<file path="src/rtl/tli_pkg.sv">
// Shared types and constants for the table linear interpolation block.
`timescale 1ns / 1ps
package tli_pkg;
	localparam int unsigned DATA_W = 32;
	localparam int unsigned CNT_W = 9;
	localparam int unsigned SLOT_W = 8;
	localparam int unsigned Q_W = 48;
	localparam int unsigned TABLE_DEPTH = 256;

	typedef enum logic {
		CMD_LOAD = 1'b0,
		CMD_QUERY = 1'b1
	} cmd_t;

	localparam logic [0:0] REG_POINTS_IN_USE = 1'b0;

	typedef enum logic [3:0] {
		ST_IDLE,
		ST_SRCH_RD,
		ST_SRCH_CMP,
		ST_RD0,
		ST_CHK0,
		ST_RD1,
		ST_CHK1,
		ST_DIV,
		ST_MUL,
		ST_SUM,
		ST_OUT
	} back_state_t;

	typedef struct packed {
		logic [DATA_W-1:0] x_value;
		logic [DATA_W-1:0] y_value;
		logic [SLOT_W-1:0] entry_index;
		logic              cmd;
	} req_t;
endpackage

</file>
<file path="src/rtl/tli_front.sv">
// Input side: request queue between the push port and the worker.
`timescale 1ns / 1ps
module tli_front (
	input  logic           clk,
	input  logic           arst_n,
	input  logic           push,
	output logic           full,
	input  tli_pkg::req_t  req_in,
	output logic           req_valid,
	input  logic           req_take,
	output tli_pkg::req_t  req_out
);
	import tli_pkg::*;

	localparam int unsigned DEPTH = 4;
	localparam int unsigned AW = 2;

	req_t            buf_q [DEPTH];
	logic [AW-1:0]   wr_q;
	logic [AW-1:0]   rd_q;
	logic [AW:0]     cnt_q;
	logic            do_push;
	logic            do_pop;

	assign full = (cnt_q == (AW+1)'(DEPTH));
	assign req_valid = (cnt_q != '0);
	assign req_out = buf_q[rd_q];
	assign do_push = push && !full;
	assign do_pop = req_take && req_valid;

	always_ff @(posedge clk) begin
		if (do_push) begin
			buf_q[wr_q] <= req_in;
		end
	end

	always_ff @(posedge clk or negedge arst_n) begin
		if (!arst_n) begin
			wr_q <= '0;
			rd_q <= '0;
			cnt_q <= '0;
		end else begin
			if (do_push) wr_q <= wr_q + 1'b1;
			if (do_pop) rd_q <= rd_q + 1'b1;
			cnt_q <= cnt_q + (AW+1)'(do_push) - (AW+1)'(do_pop);
		end
	end
endmodule

</file>
<file path="config.mk">
export PLATFORM = sky130hd
export DESIGN_NAME = tli_front
export DESIGN_NICKNAME = d
export VERILOG_FILES = /design/src/rtl/tli_pkg.sv /design/src/rtl/tli_front.sv
export SDC_FILE = /design/constraint.sdc
export NUM_CORES = 1
export LEC_CHECK = 0
export ABC_CLOCK_PERIOD_IN_PS = 4000
export BUFFER_PORTS_ARGS = -buffer_cell sky130_fd_sc_hd__buf_2
export CAP_MARGIN = 20
export CORE_ASPECT_RATIO = 0.8
export CORE_UTILIZATION = 35
export DETAILED_ROUTE_END_ITERATION = 16
export PLACE_DENSITY = 0.58
export SLEW_MARGIN = 10
export SYNTH_ARGS = -nofsm -noshare
export SYNTH_HDL_FRONTEND = slang
export SYNTH_SLANG_ARGS = --single-unit
</file>
<file path="constraint.sdc">
create_clock -name clk -period 4 [get_ports clk]
set_clock_uncertainty 0.05 [all_clocks]
set_input_delay 0.6 -clock clk [delete_from_list [all_inputs] [get_ports clk]]
set_output_delay 0.6 -clock clk [all_outputs]
set_load 0.05 [all_outputs]
</file>
* After elaboration in Yosys (flattened, before gate mapping)
Memories as Yosys holds them, arrays and structs flattened. Index checks and enable logic that the tools add are counted.
Operators by class: add/sub/neg operators 4, equal/unequal tests 1, muxes and demuxes 2, reductions and logical operators 4
Operators by type and width (count):
- $add A2 B1 Y2 const B | 2
- $add A3 B1 Y3 | 1
- $eq A3 B3 Y1 const B | 1
- $reduce_bool A3 Y1 | 1
- $sub A3 B1 Y3 | 1
- $logic_and A1 B1 Y1 | 2
- $mux W1 | 2
- $logic_not A1 Y1 | 1
Word-level totals: register bits 7, bits in writable memories 292, bits of input ports 77, memories kept 1
Memory list:
- buf_q | words 4, bits a word 73, read ports 1, clocked after memory_dff 0, write ports 1, RTL line tli_front.sv:18 | req_t buf_q [DEPTH];

* Longest topological paths before layout
Gate-level depths: netlist of the first run.
depth after elaboration 5, gate-level depth with buffers 9, depth with buffers taken out 9

* Worst setup path after synthesis of the first run
No wires, ideal clock.
path type reg-to-reg, from reg cnt_q[2], to mem buf_q[0][0] in the netlist's numbering (enable), setup time 440 ps, arrival 2570 ps, required time 3510 ps, setup slack 940 ps, cell stages (with the launch flop) 3, buffers on the path 0, period minus slack after synthesis 3060 ps, cell sequence dfrtp_1 > nor3b_2 > and3b_1
Between the ends: longest elaborated chain between the ends 5
Ends and longest elaborated chain:
- start: declaration | RTL line tli_front.sv:21 | logic [AW:0] cnt_q;
- start signal: assignment | RTL line tli_front.sv:45 | cnt_q <= cnt_q + (AW+1)'(do_push) - (AW+1)'(do_pop);
- $eq A3 B3 Y1 | RTL line tli_front.sv:25 | assign full = (cnt_q == (AW+1)'(DEPTH));
- net full | RTL line tli_front.sv:7 | output logic full,
- $logic_not A1 Y1 | RTL line tli_front.sv:28 | assign do_push = push && !full;
- $logic_and A1 B1 Y1 | RTL line tli_front.sv:28
- $mux W1 | RTL line tli_front.sv:32 | if (do_push) begin
- $mux W1 (implied by the code) | RTL line tli_front.sv:33 | buf_q[wr_q] <= req_in;
- end: declaration | RTL line tli_front.sv:18
The timed path passes the listed nets, and every way through them passes these cells.

==> run_results.csv, run 1 <==
group,metric,value,unit
timing,rsz0062_at_grt,"false",
placement,io_buffers,151,
power,leakagePower,4.497,nW
power,p_total,11.39,mW
floorplanning,start_util,35.94,%
min_path,hold_class,"primary input to flip-flop",
floorplanning,coreArea,30600,sq um
drt,routed_wl,20.74,mm
logic_synthesis,netlist-cell-type-count,21,
global_route,grt_use_total,13.04,%
drt,ant_nets,0,
timing,worst_pin_slew,550.0,ps
logic_synthesis,synth_top_flop_cell,"edfxtp_1",
logic_synthesis,synth_enable_flop_cells,292,
drt,wl_per_cell,20.04,um
setup_path,reg2regPathDepth,9,
layout,num_antenna_cells,0,
placement,dp_slack,1387,ps
drt,firstDrtPassIters,4,
layout,mostFrequentLayoutCells,"292 x edfxtp_1, 151 x buf_2, 73 x mux4_2",
logic_synthesis,synth_area,11000,sq um
setup_path,crit_path_end,"req_out[12]",
setup_path,critPathLaunchType,"flip-flop",
floorplanning,ios,152,
floorplanning,die_area,32130,sq um
cts,cts_tree,"built",
global_route,grt_pass1_wl,32.10,mm
logic_synthesis,ys_seq_area_share,81.34,%
cts,post_cts_buffers,0,
logic_synthesis,syn_nets,505,
layout,drive_gt1_share,46.62,%
drt,vias_per_cell,4.756,
logic_synthesis,ys_top_cells_by_area,"edfxtp_1 80%, mux4_2 15%, dfrtp_1 1.6%",
logic_synthesis,synth_top_area_share,79.75,%
power,power_density,858.2,nW/um^2
timing,fmax,0.3213,GHz
layout,final_cells,1035,
setup_path,startpoint,"rd_q[0]$_DFFE_PN0P_",
placement,dp_hpwl,12.09,mm
cts,cts-htree-levels,1,
drt,drt-initial-drc-count,268,
layout,fin_nets,683,
setup_path,crit_path_max_fanout,39,
setup_path,cp_slowest_cell,"dfrtp_4",
setup_path,cp_top_family,"flip-flops",
timing,fin_crit,3113,ps
setup_path,crit_chain,"buf_12 > mux4_2 > buf_2",
setup_path,worst-path-buf-inv,2,
logic_synthesis,syn-instance-count,421,
timing,slew_headroom,63.34,%
cts,cts_max_path_buffers,3,
cts,insertion_delay,550,ps
setup_path,arrival,2460,ps
logic_synthesis,synth-seq-cells,299,
timing,setup-violations-final,0,
logic_synthesis,syn_avg_cell_area,26.12,sq um
global_route,grt_max_degree,74,
cts,cts_buffers,30,
power,peakVddDrop,0.4289,mV
placement,dp_cells,979,
drt,vias,4922,
setup_path,r2r_slack,1570,ps
setup_path,r2r_start,"cnt_q[1]$_DFF_PN0_",
timing,finalCritPeriodShare,77.81,%
timing,timing.hold.ws,208.6,ps
floorplanning,rows,57,
setup_path,worstSetupPathType,"flip-flop to primary output",
cts,clockRootBuffer,"clkbuf_16",
global_route,grt_overflow,0,
layout,layout.cells.most_common,"edfxtp_1",
run,cap_violations,0,
placement,routabilityCongestion,0.6863,
timing,slew_viol_final,0,
global_route,antenna_found_initial,0,
logic_synthesis,yosys.area.top_type,"edfxtp_1",
cts,clock_sinks,299,
logic_synthesis,yosysWarnings,0,
timing,hold_viol_final,0,
run_status,status,"finished, final reports clean",
drt,drc_errors,0,
floorplanning,die_w,200.2,um
global_route,grt_pass1_vias,5544,
timing,fin_ws,887.5,ps
layout,area_growth,20.71,%
setup_path,cp.required,3350,ps
timing,tns,0,ps
logic_synthesis,async_flop_share,2.341,%
setup_path,cp_num_cells,3,
cts,clk_pin_slew,60,ps
floorplanning,die_y,160.5,um
setup_path,slowest_delay,700,ps
setup_path,reg2reg_to,"cnt_q[2]$_DFF_PN0_",
setup_path,endpoint_kind,"primary output",
how the worst min path moves through the flow:
stage,startpoint,to,cells past startpoint
CTS,req_in[14],buf_q[1][14]$_DFFE_PP_,1
global placement,arst_n,wr_q[1]$_DFFE_PN0P_,1
global route,req_in[0],buf_q[1][0]$_DFFE_PP_,1
detailed placement,arst_n,wr_q[1]$_DFFE_PN0P_,1
floorplan,arst_n,cnt_q[0]$_DFF_PN0_,0
finish,req_in[14],buf_q[1][14]$_DFFE_PP_,1
kinds of logic (layout without fill, tap and decap cells):
kind of cell / count (synthesis) / after routing / synth area share, %
flip-flops: 299 / 299 / 81.34
AO/OA/AOI/OAI: 4 / 4 / 0.2958
multiplexers: 73 / 73 / 14.95
AND/OR/NAND/NOR: 13 / 13 / 0.9558
XOR/XNOR: 4 / 4 / 0.3187
buffers and inverters: 21 / 222 / 1.274
adder cells (fa/ha/maj): 7 / 7 / 0.8648
report_power, final:
part | switching [mW] | internal, mW
combinational | 2.96 | 1.32
clock | 1.12 | 1.57
sequential | 0.294 | 4.13
total | 4.37 | 7.02
per-stage QoR:
step	instance area (sq um)	utilization (%)
6_report	13270	43.38
5_1_grt	13270	43.38
4_1_cts	13270	43.38
3_5_place_dp	12300	40.21
3_3_place_gp	12270	40.12
2_1_floorplan	11000	-
cell usage after synthesis (all sizes together), types with 2 or more instances:
library cell	count
and3b	4
o211ai	2
buf	15
nand2b	4
nand4bb	2
dfrtp	7
edfxtp	292
xnor2	3
inv	5
ha	6
mux4	73
flip-flops by register name (all words and copies together) (netlist names):
| name | flops |
|---|---|
| buf_q | 292 |
| cnt_q | 3 |
| rd_q | 2 |
| wr_q | 2 |
routing by layer:
metal | part of all wire, % | global-route usage [%]
met3 | 5.1 | 3.267
met2 | 50 | 22.36
met5 | 0 | 0
met4 | 1.8 | 3.042
met1 | 43 | 16.70
layout make-up:
type | instances | area [sq um]
Clock inverter | 19 | 146.4
Inverter | 5 | 18.77
Timing Repair Buffer | 162 | 898.4
Sequential cell | 299 | 8951
Multi-Input combinational cell | 101 | 1927
Clock buffer | 36 | 814.5
Tap cell | 413 | 516.7
Fill cell | 2622 | 17320
repair_timing:
action,CTS,global route
resized for setup,0,0
endpoints found under the hold margin,7,0
hold buffers,1,0
Note: power is estimated with default switching activity, not from simulation.
==> inputs of run 2 (changes only) <==
--- a/config.mk
+++ b/config.mk
@@ -5,7 +5,7 @@
 export SDC_FILE = /design/constraint.sdc
 export NUM_CORES = 1
 export LEC_CHECK = 0
-export ABC_CLOCK_PERIOD_IN_PS = 4000
+export ABC_CLOCK_PERIOD_IN_PS = 2900
 export BUFFER_PORTS_ARGS = -buffer_cell sky130_fd_sc_hd__buf_2
 export CAP_MARGIN = 20
 export CORE_ASPECT_RATIO = 0.8
==> constraint.sdc (replaced) <==
create_clock -name clk -period 2.9 [get_ports clk]
set_clock_uncertainty 0.05 [all_clocks]
set_input_delay 0.435 -clock clk [delete_from_list [all_inputs] [get_ports clk]]
set_output_delay 0.435 -clock clk [all_outputs]
set_load 0.05 [all_outputs]
==> run_results.csv, run 2 (synthesized netlist as in run 1, its figures left out) <==
group,metric,value,unit
run_status,status,"finished, final reports clean",
timing,hold_viol_final,0,
timing,rsz0062_at_grt,"false",
placement,dp_cells,981,
global_route,grt_use_total,13.40,%
layout,top_register,"buf_q",
cts,hold_buffers,1,
cts,post_cts_buffers,0,
cts,clockRootBuffer,"clkbuf_16",
timing,finalCritPeriodShare,91.38,%
setup_path,arrival,2170,ps
drt,firstDrtPassIters,4,
placement,dp_slack,470.3,ps
layout,fillers,2613,
placement,dp_hpwl,12.59,mm
cts,cts_tree,"built",
min_path,hold_class,"primary input to flip-flop",
cts,postCtsResizedCells,0,
timing,tns,0,ps
drt,vias,5014,
setup_path,critPathLaunchType,"flip-flop",
layout,final_cells,1040,
cts,clock_sinks,299,
floorplanning,coreArea,30600,sq um
floorplanning,ios,152,
placement,routabilityCongestion,0.7396,
setup_path,crit_path_max_fanout,41,
global_route,antenna_found_initial,2,
timing,fin_crit,2650,ps
drt,wl_per_cell,20.44,um
setup_path,r2r_slack,450,ps
power,leakagePower,4.512,nW
global_route,grt_pass1_vias,5584,
timing,fin_ws,249.9,ps
setup_path,worstSetupPathType,"flip-flop to primary output",
layout,reg_top3,"buf_q: 292 flops, cnt_q: 3 flops",
layout,layout.cells.most_common,"edfxtp_1",
timing,slew_headroom,58.68,%
cts,clk_pin_slew,60,ps
floorplanning,die_y,160.5,um
cts,cts_buffers,30,
power,power_density,1196,nW/um^2
global_route,grt_overflow,0,
layout,area_growth,21.36,%
layout,fin_area,13340,sq um
setup_path,endpoint_kind,"primary output",
floorplanning,die_w,200.2,um
power,peakVddDrop,0.8506,mV
timing,worst_pin_slew,619.7,ps
setup_path,cp.required,2410,ps
placement,io_buffers,151,
floorplanning,start_util,35.94,%
drt,ant_nets,0,
timing,setup-violations-final,0,
cts,cts-htree-levels,1,
global_route,grt_pass1_wl,32.54,mm
layout,mostFrequentLayoutCells,"292 x edfxtp_1, 151 x buf_2, 73 x mux4_2",
placement,dpl_cell_area,12330,sq um
timing,fmax,0.3773,GHz
layout,fin_nets,685,
layout,drive_gt1_share,45.19,%
cts,cts_max_path_buffers,3,
timing,slew_viol_final,0,
layout,largest_register_ffs,292,
run,cap_violations,0,
drt,drt-initial-drc-count,259,
floorplanning,rows,57,
drt,routed_wl,21.26,mm
drt,vias_per_cell,4.821,
floorplanning,die_area,32130,sq um
drt,drc_errors,0,
global_route,grt_max_degree,46,
cts,insertion_delay,540,ps
==> run 2: report_power, final <==
part / switching [mW] / internal (mW) / leakage (nW) / total (mW)
logic: 4.30 / 1.85 / 1.28 / 6.15
clock network: 1.53 / 2.34 / 0.481 / 3.87
registers: 0.238 / 5.70 / 2.76 / 5.94
total: 6.07 / 9.89 / 4.51 / 16.0
==> run 2: final timing paths <==
path,start,end,depth (start not counted)
setup / recovery,rd_q[0]$_DFFE_PN0P_,req_out[31],3
hold / removal,req_in[46],buf_q[2][46]$_DFFE_PP_,1
setup reg to reg,cnt_q[1]$_DFF_PN0_,cnt_q[2]$_DFF_PN0_,9
hold reg to reg,wr_q[1]$_DFFE_PN0P_,wr_q[1]$_DFFE_PN0P_,2
max in group asynchronous,arst_n,rd_q[1]$_DFFE_PN0P_,2
min in group asynchronous,arst_n,cnt_q[1]$_DFF_PN0_,2
==> run 2: final cells by class <==
| type | count | area [sq um] | area share, % |
|---|---|---|---|
| sequential | 299 | 8951 | 67.08 |
| multi-input combinational | 101 | 1927 | 14.44 |
| timing repair buffer | 164 | 930.9 | 6.976 |
| clock buffer | 39 | 784.5 | 5.879 |
| tap | 413 | 516.7 | 3.872 |
| clock inverter | 16 | 207.7 | 1.556 |
| inverter | 5 | 18.77 | 0.1406 |
| antenna | 3 | 7.507 | 0.05626 |
==> run 2: layer usage <==
layer | wire [um] | track usage [%] | up-vias
met1 | 9840 | 19.00 | 2654
li1 | - | - | 2176
met5 | 11 | 0 | -
met3 | 1288 | 3.429 | 35
met4 | 416 | 3.007 | 2
met2 | 9700 | 20.85 | 147
==> run 2: worst max-delay path, stage by stage (launching register included) <==
cell,delay [ps]
dfrtp_4,460
buf_12,330
mux4_2,580
buf_2,230
==> run 2: per-stage QoR <==
stage	hold slack, ps	power (mW)	util [%]
3_3_place_gp	224.4	12.21	40.31
4_1_cts	9.969	16.23	43.59
5_1_grt	16.93	16.66	43.59
3_5_place_dp	232.5	12.31	40.31
6_report	46.30	15.96	43.61
2_1_floorplan	89.41	10.74	-
